File: config.mk
export PLATFORM = sky130hd
export DESIGN_NAME = gwm_line_scan
export DESIGN_NICKNAME = d
export VERILOG_FILES = /design/src/hdl/gwm_pkg.sv /design/src/hdl/gwm_line_scan.sv
export SDC_FILE = /design/constraint.sdc
export NUM_CORES = 1
export LEC_CHECK = 0
export ABC_AREA = 1
export BUFFER_PORTS_ARGS = -buffer_cell sky130_fd_sc_hd__clkbuf_2
export CORE_UTILIZATION = 44
export DETAILED_ROUTE_END_ITERATION = 6
export PLACE_DENSITY = 0.88
export SYNTH_ARGS = -nofsm -noshare
export SYNTH_HDL_FRONTEND = slang
export SYNTH_SLANG_ARGS = --single-unit
File: constraint.sdc
create_clock -name vclk -period 4.56
set_input_delay 0.456 -clock vclk [all_inputs]
set_output_delay 0.456 -clock vclk [all_outputs]
set_load 0.03 [all_outputs]
File: src/hdl/gwm_pkg.sv
// Shared types and constants for the grid window minimum-fill scanner.
package gwm_pkg;

  localparam int CNT_W       = 7;   // run count, marked count, window length, cost
  localparam int ROW_WIDTH_W = 9;   // row_width register
  localparam int CFG_DATA_W  = 9;   // widest configuration register
  localparam int REG_IDX_W   = 1;

  localparam logic [CNT_W-1:0] COST_NONE = {CNT_W{1'b1}};

  typedef enum logic [1:0] {
    CELL_EMPTY   = 2'd0,
    CELL_MARKED  = 2'd1,
    CELL_BLOCKED = 2'd2
  } cell_sym_t;

  typedef enum logic [REG_IDX_W-1:0] {
    REG_WINDOW_LENGTH = 1'd0,
    REG_ROW_WIDTH     = 1'd1
  } cfg_reg_t;

  // Window score of one line scanner for one cell.
  typedef struct packed {
    logic             hit;
    logic [CNT_W-1:0] cost;
  } scan_score_t;

endpackage

File: src/hdl/gwm_line_scan.sv
// One-cell update of a line scanner: run count, marked count, marked history and score.
module gwm_line_scan #(
  parameter int HIST_W = 64
) (
  input  logic [1:0]                 sym,
  input  logic [gwm_pkg::CNT_W-1:0]  k,
  input  logic [gwm_pkg::CNT_W-1:0]  run_i,
  input  logic [gwm_pkg::CNT_W-1:0]  marked_i,
  input  logic [HIST_W-1:0]          hist_i,
  output logic [gwm_pkg::CNT_W-1:0]  run_o,
  output logic [gwm_pkg::CNT_W-1:0]  marked_o,
  output logic [HIST_W-1:0]          hist_o,
  output gwm_pkg::scan_score_t       score
);
  import gwm_pkg::*;

  localparam int HIDX_W = (HIST_W > 1) ? $clog2(HIST_W) : 1;

  logic             blocked;
  logic             mk;
  logic             oldest;
  logic [CNT_W-1:0] km1;
  logic [CNT_W:0]   r_ext;
  logic [CNT_W-1:0] m;

  assign km1 = k - CNT_W'(1);

  always_comb begin
    blocked  = !(cell_sym_t'(sym) == CELL_EMPTY || cell_sym_t'(sym) == CELL_MARKED);
    mk       = (cell_sym_t'(sym) == CELL_MARKED);
    oldest   = hist_i[km1[HIDX_W-1:0]];
    r_ext    = {1'b0, run_i} + (CNT_W+1)'(1);
    m        = marked_i + CNT_W'(mk);
    // full window: slide by one, drop the oldest mark
    if (r_ext > {1'b0, k}) begin
      r_ext = {1'b0, k};
      if (oldest && m != '0) begin
        m = m - CNT_W'(1);
      end
    end
    if (blocked) begin
      run_o      = '0;
      marked_o   = '0;
      hist_o     = '0;
      score.hit  = 1'b0;
      score.cost = '0;
    end else begin
      run_o      = r_ext[CNT_W-1:0];
      marked_o   = m;
      hist_o     = (hist_i << 1) | HIST_W'(mk);
      score.hit  = (r_ext == {1'b0, k});
      score.cost = (m >= k) ? '0 : (k - m);
    end
  end

endmodule

Yosys cells after proc, flatten, opt, wreduce, memory -nomap -nowiden
Index checks and enable logic that the tools add are counted.
- eq/ne operators: 2
- add/subtract/negate cells: 5
- bitwise logic cells: 1
- multiplexer cells: 10
- reductions and logical operators: 4
- $lt $le $gt $ge: 3
- operators with widths (operator ; count):
    64-bit two-way mux ; 1
    64-bit by 1-bit bitwise OR with 64-bit output ; 1
    7-bit two-way mux ; 5
    8-bit two-way mux ; 2
    7-bit by 1-bit adder with 8-bit output, second input constant ; 1
    8-bit by 7-bit equality test with 1-bit output ; 1
    8-bit by 7-bit greater-than comparator with 1-bit output ; 1
    7-bit by 1-bit adder with 7-bit output ; 1
    7-bit greater-or-equal comparator ; 1
    6-bit by 7-bit less-than comparator with 1-bit output, second input constant ; 1
    7-bit nonzero test ; 1
    7-bit by 1-bit subtractor with 7-bit output, second input constant ; 1
    7-bit subtractor ; 1
    1-bit binary-select mux with 6-bit select ; 1
    6-bit by 1-bit subtractor with 6-bit output, second input constant ; 1
    2-bit by 1-bit equality test with 1-bit output, second input constant ; 1
    2-bit zero test ; 1
    1-bit logical AND ; 1
    1-bit logical OR ; 1
    1-bit two-way mux ; 1
- word-level logic and storage cells: 25
- input port bits: 87
- register bits: 0
- output and inout bits: 86

Longest topological paths before layout
Gate-level depths: netlist of run 1.
- word-level depth: 9
- mapped depth: 26
- depth with buffers taken out: 25

Worst setup path after synthesis of run 1
OpenSTA, ideal clock, no wires.
- kind: input to output
- start: input port sym[1]
- end: output port score[0] (netlist name)
- data required time: 4.104 ns
- path buffers: 3
- stages: 25
- path slack: -0.005 ns
- data arrival time: 4.109 ns
- path through: clkbuf_1 -> clkbuf_1 -> nor2_1 -> ha_1 -> ha_1 -> nand3_1 -> nor3_1 -> xnor2_1 -> nand2_1 -> nor2_1 -> nor2_4 -> clkbuf_4 -> nand4_2 -> nand2_2 -> ha_1 -> nand2_1 -> o21ai_0 -> nand2_1 -> nand2_1 -> a21oi_1 -> inv_1 -> a21oi_1 -> o21bai_1 -> nand3_1 -> nor2_1
- RTL lines (item ; RTL line ; text):
    from (decl) ; gwm_line_scan.sv:5 ; input logic [1:0] sym,
    to (decl) ; gwm_line_scan.sv:13 ; output gwm_pkg::scan_score_t score

==> results of run 1 <==
## synth_stat cells (all sizes together)
master  count  area [µm²]
o21ai       5        28.8
inv       109         409
or2         1        6.26
buf        11        63.8
xnor2       4        35.0
o211ai      4        30.0
nor3        3        15.0
ha         21         263
a211oi      3        22.5
nor2      101         392
a21oi      14        77.6
nand4       9        62.6
nand3b      3        22.5
nand3      83         435
nor4        1        6.26
nand2     108         425
and2        1        6.26
fa          1        20.0
clkbuf     11        45.1
o21bai      3        26.3
xor2       14         138
a21o        2        15.0
## layout make-up
| type | instances | area [µm²] | share of cell area (%) |
|---|---|---|---|
| Tap cell | 72 | 90.1 | 2.44 |
| Inverter | 109 | 409 | 11.1 |
| Multi-Input combinational cell | 381 | 2190 | 59.2 |
| Timing Repair Buffer | 189 | 1010 | 27.3 |
## metrics by stage
step	setup slack, ns	power, µW	hold slack [ns]
floorplan	-0.00500	365	1.06
global placement	0.0603	513	1.24
detailed placement	-0.101	516	1.25
CTS	0.0389	524	1.25
global route	-0.0524	626	1.27
finish	0.232	569	1.24
## repair_timing
| item | in CTS | in global routing |
|---|---|---|
| setup endpoints to repair | 7 | 7 |
| buffers inserted | 2 | 3 |
| resized for setup | 1 | 56 |
| pin swaps | 1 | 12 |
## per-layer routing
metal	up-vias	track usage, %	part of all wire, %
met5	-	0	0
li1	1918	-	-
met4	0	5.37	1.9
met3	15	1.74	5.4
met1	1652	34.5	42
met2	139	55.4	51
## cells by family (layout without fill, tap and decap cells)
group                      after synthesis  in the layout  synth area share, %
and+or+nand+nor                        310            310                 53.9
AOI/OAI and AO/OA                       31             31                 7.87
xor gates and xnor gates                18             18                 6.78
adders and majority gates               22             22                 11.1
buffers and inverters                  131            298                 20.4
## final timing paths
check                         to  startpoint
worst min-delay path  hist_o[46]  hist_i[45]
worst max-delay path    score[4]    run_i[1]
## power by group
part | internal [µW] | switching, µW
Clock | 0 | 0
Sequential | 0 | 0
Combinational | 205 | 363
==> Flow_metrics.wiki, run 1 <==
{| class="wikitable"
! Metric !! Value
|-
| Routed length per placed instance || 12.2 µm
|-
| Cell Count Post-Placement || 746
|-
| Layout Cells excl Fill || roughly 750
|-
| Category of the most critical setup path || in2out
|-
| Share of cells above drive strength 1 || 35.6%
|-
| Number of clock buffers in the layout || 0
|-
| Routed vias || 3724
|-
| Buf/Inv on CP || 7
|-
| Area growth syn-to-layout || 45.2%
|-
| Kind of start point of the critical path || input port
|-
| Weighted congestion at the end of routability-driven global placement || 0.883
|-
| Antenna cell count || 0
|-
| Slowest library cell on the worst path || sky130_fd_sc_hd__or2_2
|-
| Slew headroom || 49.9%
|-
| Slew at the pin closest to its max-slew limit || 0.752 ns
|-
| Floorplan die area || 6090 µm²
|-
| Path category of the worst min-delay check || in2out
|-
| Library cell appearing most often on the critical path || sky130_fd_sc_hd__nand3_2
|-
| P per Cell Area || around 150 nW/µm²
|-
| Number of logic stages on the critical path including buffering || 25
|-
| Placed standard-cell area || 3470 µm²
|-
| Total global-route track usage || 28.7%
|-
| Setup violators final || 0
|-
| Wire length of the first global-routing pass || 14.7 mm
|-
| I/O pin count || 173
|-
| FMAX || 0.231 GHz
|-
| Total number of sequential cells || 0
|-
| Count of filler cells inserted in the layout || 561
|-
| Total detailed-routing wirelength || 9.19 mm
|-
| Most common cell after layout, fill and taps aside || sky130_fd_sc_hd__clkbuf_2
|-
| Final Max Slew Viols || 0
|-
| Number of global-route vias before repair || 3341
|-
| Residual antenna-violating net count after detailed routing || 0
|-
| Share of the clock period used by the worst path || between 90% and 100%
|-
| Synth warnings || 0
|-
| Hold-fix buffers at CTS || 0
|-
| Critical Path End Type || output pin
|-
| Synthesized net count || 621
|-
| Layout net count || 790
|-
| Min Clock Period, post-route || around 4.3 ns
|-
| Sequential Area || 0 µm²
|-
| Detailed-routing iteration count for the pre-antenna-repair pass || 7
|-
| I/O Buffers || ~170
|-
| Post-DR vias/cell || about 5.0
|-
| Design area || 3690 µm²
|-
| Run status || completed
|-
| Effective utilization at floorplan || 45.9%
|-
| Detailed-route DRC error count || 0
|-
| Number of standard cells after synthesis || 512
|-
| Number of hold violations in the final report || 0
|-
| Die Y-Extent || 78.1 µm
|-
| Pin count of the biggest net entering global routing || 76
|-
| Count of routing violations after the opening detailed-route iteration || 144
|-
| CP Max Fanout || 7
|-
| Largest delay contributor family on the critical path || simple AND/OR/NAND/NOR gates
|-
| Maximum VDD drop || 0.0971 mV
|-
| Horiz. Die Dim || between 70 and 80 µm
|-
| Register area share after synthesis || 0%
|-
| Max-capacitance violation count || 0
|-
| Final sum of negative setup slack || 0 ns
|-
| Post-synth cell types || 36
|-
| FP Rows || 27
|-
| HPWL reported at the end of detailed placement || 7.41 mm
|-
| Syn Std Cell Area || 2540 µm²
|-
| Final standard cell utilization of the core || 66.7%
|-
| WHS Path Cells || 4
|-
| Leakage Power || 0.00237 µW
|-
| Total global routing overflow || 0
|-
| Critical path required time || just over 4 ns
|-
| Largest stage delay on the critical path || between 0.3 and 0.4 ns
|-
| Mean instance size in the synthesized netlist || 4.97 µm²
|-
| Commonest non-fill, non-tap cells in the layout || sky130_fd_sc_hd__clkbuf_2 (164), sky130_fd_sc_hd__inv_1 (103), sky130_fd_sc_hd__nand2_1 (100)
|-
| Critical path data arrival time || between 3 and 4 ns
|-
| Antenna violations before repair || 0
|-
| Placeable core area || 5540 µm²
|}
Power figures use the tool's default switching activity.
==> run 2, diff against run 1 <==
- CORE_UTILIZATION: 44 -> 40
- MAX_ROUTING_LAYER: default -> met4
- PLACE_DENSITY: 0.88 -> 0.85
- clock period: 4.56 -> 3.85 ns (I/O delays scaled with it)
==> run 2 against run 1 <==
- the run now ends with setup timing left
- worst hold slack worse by 0.13 ns
- global-route usage up 0.70 points
- power up 47%
- via count up 7.0%
- flip-flop and latch count unchanged
- wire length up 8.6%
- non-clock buffer count up 55
==> Flow_metrics.wiki, run 2 (same netlist as run 1, synthesis figures left out) <==
{| class="wikitable"
! Metric !! Value
|-
| Number of global-route vias before repair || 3564
|-
| Total global routing overflow || 0
|-
| P per Cell Area || 190 nW/µm²
|-
| Slew headroom || 48.7%
|-
| Most common cell after layout, fill and taps aside || sky130_fd_sc_hd__clkbuf_2
|-
| Area growth syn-to-layout || 73.4%
|-
| Number of clock buffers in the layout || 0
|-
| Final sum of negative setup slack || -2.65 ns
|-
| Startpoint of the worst setup timing path || run_i[0]
|-
| Layout net count || 845
|-
| Amount of wire on met2 after detailed routing || 5.09 mm
|-
| Share of cells above drive strength 1 || 43.3%
|-
| Placed standard-cell area || roughly 4000 µm²
|-
| Slew at the pin closest to its max-slew limit || 0.770 ns
|-
| Number of hold violations in the final report || 0
|-
| Top routing layer used || met4
|-
| Number of logic stages on the critical path including buffering || 27
|-
| Violations in the final reports || setup timing
|-
| Post-Place Worst Slack || -0.450 ns
|-
| Largest stage delay on the critical path || 0.29 ns
|-
| Kind of start point of the critical path || input port
|-
| Routed length per placed instance || around 12 µm
|-
| Total number of sequential cells || 0
|-
| Count of filler cells inserted in the layout || ~500
|-
| Met1 wire length || 3.89 mm
|-
| Effective utilization at floorplan || 42.2%
|-
| Amount of wire on met3 after detailed routing || 689 µm
|-
| Leakage Power || 0.00268 µW
|-
| Largest delay contributor family on the critical path || simple AND/OR/NAND/NOR gates
|-
| Maximum VDD drop || 0.132 mV
|-
| Antenna cell count || 0
|-
| Pin count of the biggest net entering global routing || 80
|-
| Die Y-Extent || 81.8 µm
|-
| Setup repair after global routing missed its margin || yes
|-
| I/O Buffers || 173
|-
| Weighted congestion at the end of routability-driven global placement || 0.924
|-
| Buf/Inv on CP || 4
|-
| Post-DR vias/cell || 4.93
|-
| HPWL reported at the end of detailed placement || 7.89 mm
|-
| Design area || approximately 4400 µm²
|-
| Detailed-routing iteration count for the pre-antenna-repair pass || 5
|-
| FP Rows || 28
|-
| Category of the most critical setup path || in2out
|-
| Run status || complete, but fails checks
|-
| Detailed-route DRC error count || 0
|-
| FMAX || roughly 0.24 GHz
|-
| Max-capacitance violation count || 0
|-
| Sequential Area || 0 µm²
|-
| Share of the clock period used by the worst path || 110%
|-
| CP Max Fanout || 7
|-
| Slowest library cell on the worst path || sky130_fd_sc_hd__ha_4
|-
| Commonest non-fill, non-tap cells in the layout || sky130_fd_sc_hd__clkbuf_2 (163), sky130_fd_sc_hd__inv_1 (103), sky130_fd_sc_hd__nand2_1 (97)
|-
| Residual antenna-violating net count after detailed routing || 0
|-
| Min Hold Slack || 1.11 ns
|-
| Total detailed-routing wirelength || 9.98 mm
|-
| Floorplan die area || 6690 µm²
|-
| Post-route worst setup slack || -0.400 ns
|-
| Min Clock Period, post-route || roughly 4.3 ns
|-
| Setup violators final || 7
|-
| Endpoint of the worst setup timing path || score[4]
|-
| Antenna violations before repair || 0
|-
| Total global-route track usage || roughly 29%
|-
| Critical path data arrival time || between 3 and 4 ns
|-
| Horiz. Die Dim || 81.8 µm
|-
| Final Max Slew Viols || 0
|-
| Count of routing violations after the opening detailed-route iteration || just over 200
|-
| Path category of the worst min-delay check || in2out
|-
| I/O pin count || 173
|-
| Critical path required time || 3.46 ns
|-
| Multi-input logic area || 2410 µm²
|-
| Routed vias || 3986
|-
| Critical Path End Type || output pin
|-
| Wire length of the first global-routing pass || around 15 mm
|-
| Placeable core area || 6030 µm²
|-
| Final standard cell utilization of the core || between 70% and 80%
|-
| Hold-fix buffers at CTS || 0
|}
run 2: repair_timing:
action	CTS	global route
cloned	0	0
buffers inserted	7	5
resized for setup	25	35
setup endpoints to repair	7	7
pin swaps	23	31
run 2: cell type report:
cell class                 instances  area share (%)
timing repair buffer             244            34.1
inverter                         109            9.27
multi-input combinational        381            54.5
tap                               75            2.13
run 2: through the flow:
stage,std cells,power (µW)
final,809,839
after global routing,809,910
after CTS,804,780
after detailed placement,797,743
after global placement,797,732
after floorplan,512,487
run 2: layer usage:
| layer | track usage, % | up-vias |
|---|---|---|
| met3 | 2.22 | 24 |
| met5 | - | - |
| li1 | - | 2018 |
| met2 | 54.2 | 178 |
| met4 | 10.5 | 0 |
| met1 | 32.7 | 1766 |
run 2: worst min-delay path by stage:
stage / startpoint / to / slack, ns / cells past startpoint
after floorplan: hist_i[21] / hist_o[22] / 0.92 / 2
after global placement: hist_i[47] / hist_o[48] / 1.10 / 4
final: hist_i[47] / hist_o[48] / 1.11 / 4
after detailed placement: hist_i[47] / hist_o[48] / 1.11 / 4
after CTS: hist_i[47] / hist_o[48] / 1.11 / 4
after global routing: hist_i[55] / hist_o[56] / 1.13 / 4
run 2: power by group:
part	internal, µW	switching [µW]
logic	346	492
registers	0	0
clock network	0	0
total	346	492
==> run 3, diff against run 2 <==
- SKIP_LAST_GASP: default -> 1
==> run 3 against run 2 <==
- the run still ends with setup timing left
- sequential share of layout area stayed put
- wire length is 0.38% lower
- combinational power hardly changed
- clock-buffer cell count did not move
- utilization decreased by 0.062 points
- cell area about the same
- via count about the same
- largest cell class unchanged
==> Flow_metrics.wiki, run 3 (same netlist as run 1, synthesis figures left out) <==
{| class="wikitable"
! Metric !! Value
|-
| Sequential Area || 0 µm²
|-
| Cell Count Post-Placement || 797
|-
| Buf/Inv on CP || 4
|-
| Placeable core area || 6030 µm²
|-
| Number of clock buffers in the layout || 0
|-
| Residual antenna-violating net count after detailed routing || 0
|-
| Path category of the worst min-delay check || in2out
|-
| Number of global-route vias before repair || 3564
|-
| Count of filler cells inserted in the layout || 506
|-
| Weighted congestion at the end of routability-driven global placement || roughly 0.92
|-
| Slew headroom || 48.5%
|-
| Horiz. Die Dim || 81.8 µm
|-
| Total number of sequential cells || 0
|-
| Hold-fix buffers at CTS || 0
|-
| I/O Buffers || 173
|-
| Antenna violations before repair || 0
|-
| Critical path required time || 3.46 ns
|-
| Post-DR vias/cell || just under 5
|-
| Slowest library cell on the worst path || sky130_fd_sc_hd__ha_4
|-
| Number of hold violations in the final report || 0
|-
| I/O pin count || 173
|-
| Share of cells above drive strength 1 || between 40% and 50%
|-
| Share of the clock period used by the worst path || 110%
|-
| Final Max Slew Viols || 0
|-
| Kind of start point of the critical path || input port
|-
| Effective utilization at floorplan || 42.2%
|-
| Post-route worst setup slack || -0.400 ns
|-
| Setup repair after global routing missed its margin || yes
|-
| Total detailed-routing wirelength || 9.94 mm
|-
| HPWL reported at the end of detailed placement || 7.89 mm
|-
| FMAX || ~0.24 GHz
|-
| Run status || complete, but fails checks
|-
| Floorplan die area || 6690 µm²
|-
| Routed vias || 3985
|-
| Critical path data arrival time || 3.87 ns
|-
| Largest delay contributor family on the critical path || simple AND/OR/NAND/NOR gates
|-
| Routed length per placed instance || 12.3 µm
|-
| FP Rows || 28
|-
| Maximum VDD drop || 0.132 mV
|-
| Antenna cell count || 0
|-
| Setup violators final || 7
|-
| Min Clock Period, post-route || approximately 4.3 ns
|-
| Largest stage delay on the critical path || 0.29 ns
|-
| Detailed-routing iteration count for the pre-antenna-repair pass || 6
|-
| Total global routing overflow || 0
|-
| Pin count of the biggest net entering global routing || 80
|-
| Slew at the pin closest to its max-slew limit || 0.772 ns
|-
| Count of routing violations after the opening detailed-route iteration || 202
|-
| Commonest non-fill, non-tap cells in the layout || sky130_fd_sc_hd__clkbuf_2 (163), sky130_fd_sc_hd__inv_1 (103), sky130_fd_sc_hd__nand2_1 (97)
|-
| Area growth syn-to-layout || 73.2%
|-
| Most common cell after layout, fill and taps aside || sky130_fd_sc_hd__clkbuf_2
|-
| Detailed-route DRC error count || 0
|-
| Layout net count || 845
|-
| Max-capacitance violation count || 0
|-
| Post-Place Worst Slack || -0.450 ns
|-
| Critical Path End Type || output pin
|-
| Category of the most critical setup path || in2out
|-
| Min Hold Slack || about 1.1 ns
|-
| Layout Cells excl Fill || 809
|-
| Total global-route track usage || 29.4%
|-
| Leakage Power || 0.00268 µW
|-
| Wire length of the first global-routing pass || between 15 and 20 mm
|-
| Multi-input logic area || ~2400 µm²
|-
| P per Cell Area || 190 nW/µm²
|-
| Violations in the final reports || setup timing
|-
| CP Max Fanout || 7
|-
| Die Y-Extent || 81.8 µm
|}
## run 3: cell count changes in the layout (fill, tap and decap cells not counted), sizes merged
cell,previous run,this run
buf,81,78
clkbuf,163,166
## run 3: power by group
| group | total [µW] | switching (µW) | leakage, µW | internal (µW) |
|---|---|---|---|---|
| clock network | 0 | 0 | 0 | 0 |
| registers | 0 | 0 | 0 | 0 |
| logic | 836 | 491 | 0.00268 | 345 |
| total | 836 | 491 | 0.00268 | 345 |
## run 3: worst paths after layout
path,startpoint,cells after the start,end
max,run_i[0],27,score[4]
min,hist_i[47],4,hist_o[48]
## run 3: what timing repair did
item / 4_1_cts / 5_1_grt
buffers inserted: 7 / 5
gates resized for setup: 25 / 32
endpoints found under the hold margin: 0 / 0
endpoints found under the setup margin: 7 / 7
pin swaps: 23 / 31
## run 3: worst min-delay path, cell delays in order
cell                       delay [ns]
sky130_fd_sc_hd__clkbuf_2        0.09
sky130_fd_sc_hd__inv_1           0.05
sky130_fd_sc_hd__nor2_1          0.03
sky130_fd_sc_hd__clkbuf_2        0.17
## run 3: final cells by class
type	instances	share of cell area (%)
inverters	109	9.28
repair buffers	244	34.0
well taps	75	2.13
multi-input cells	381	54.6
## run 3: per-layer routing
layer  GRT usage [%]  up-vias  share of wire [%]
met2            54.2      176                 51
met1            32.7     1767                 39
met4            10.5        0                3.1
met3            2.22       24                7.1
li1                -     2018                  -
met5               -        -                  0
## run 3: through the flow
| stage | instance area, µm² | setup TNS (ns) | utilization (%) | power [µW] |
|---|---|---|---|---|
| after CTS | 4240 | -1.59 | 70.3 | 780 |
| after global placement | 4060 | -2.18 | 67.3 | 732 |
| after floorplan | 2790 | -0.526 | - | 487 |
| final | 4410 | -2.69 | 73.2 | 836 |
| after global routing | 4410 | -4.21 | 73.2 | 908 |
| after detailed placement | 4060 | -3.06 | 67.3 | 743 |
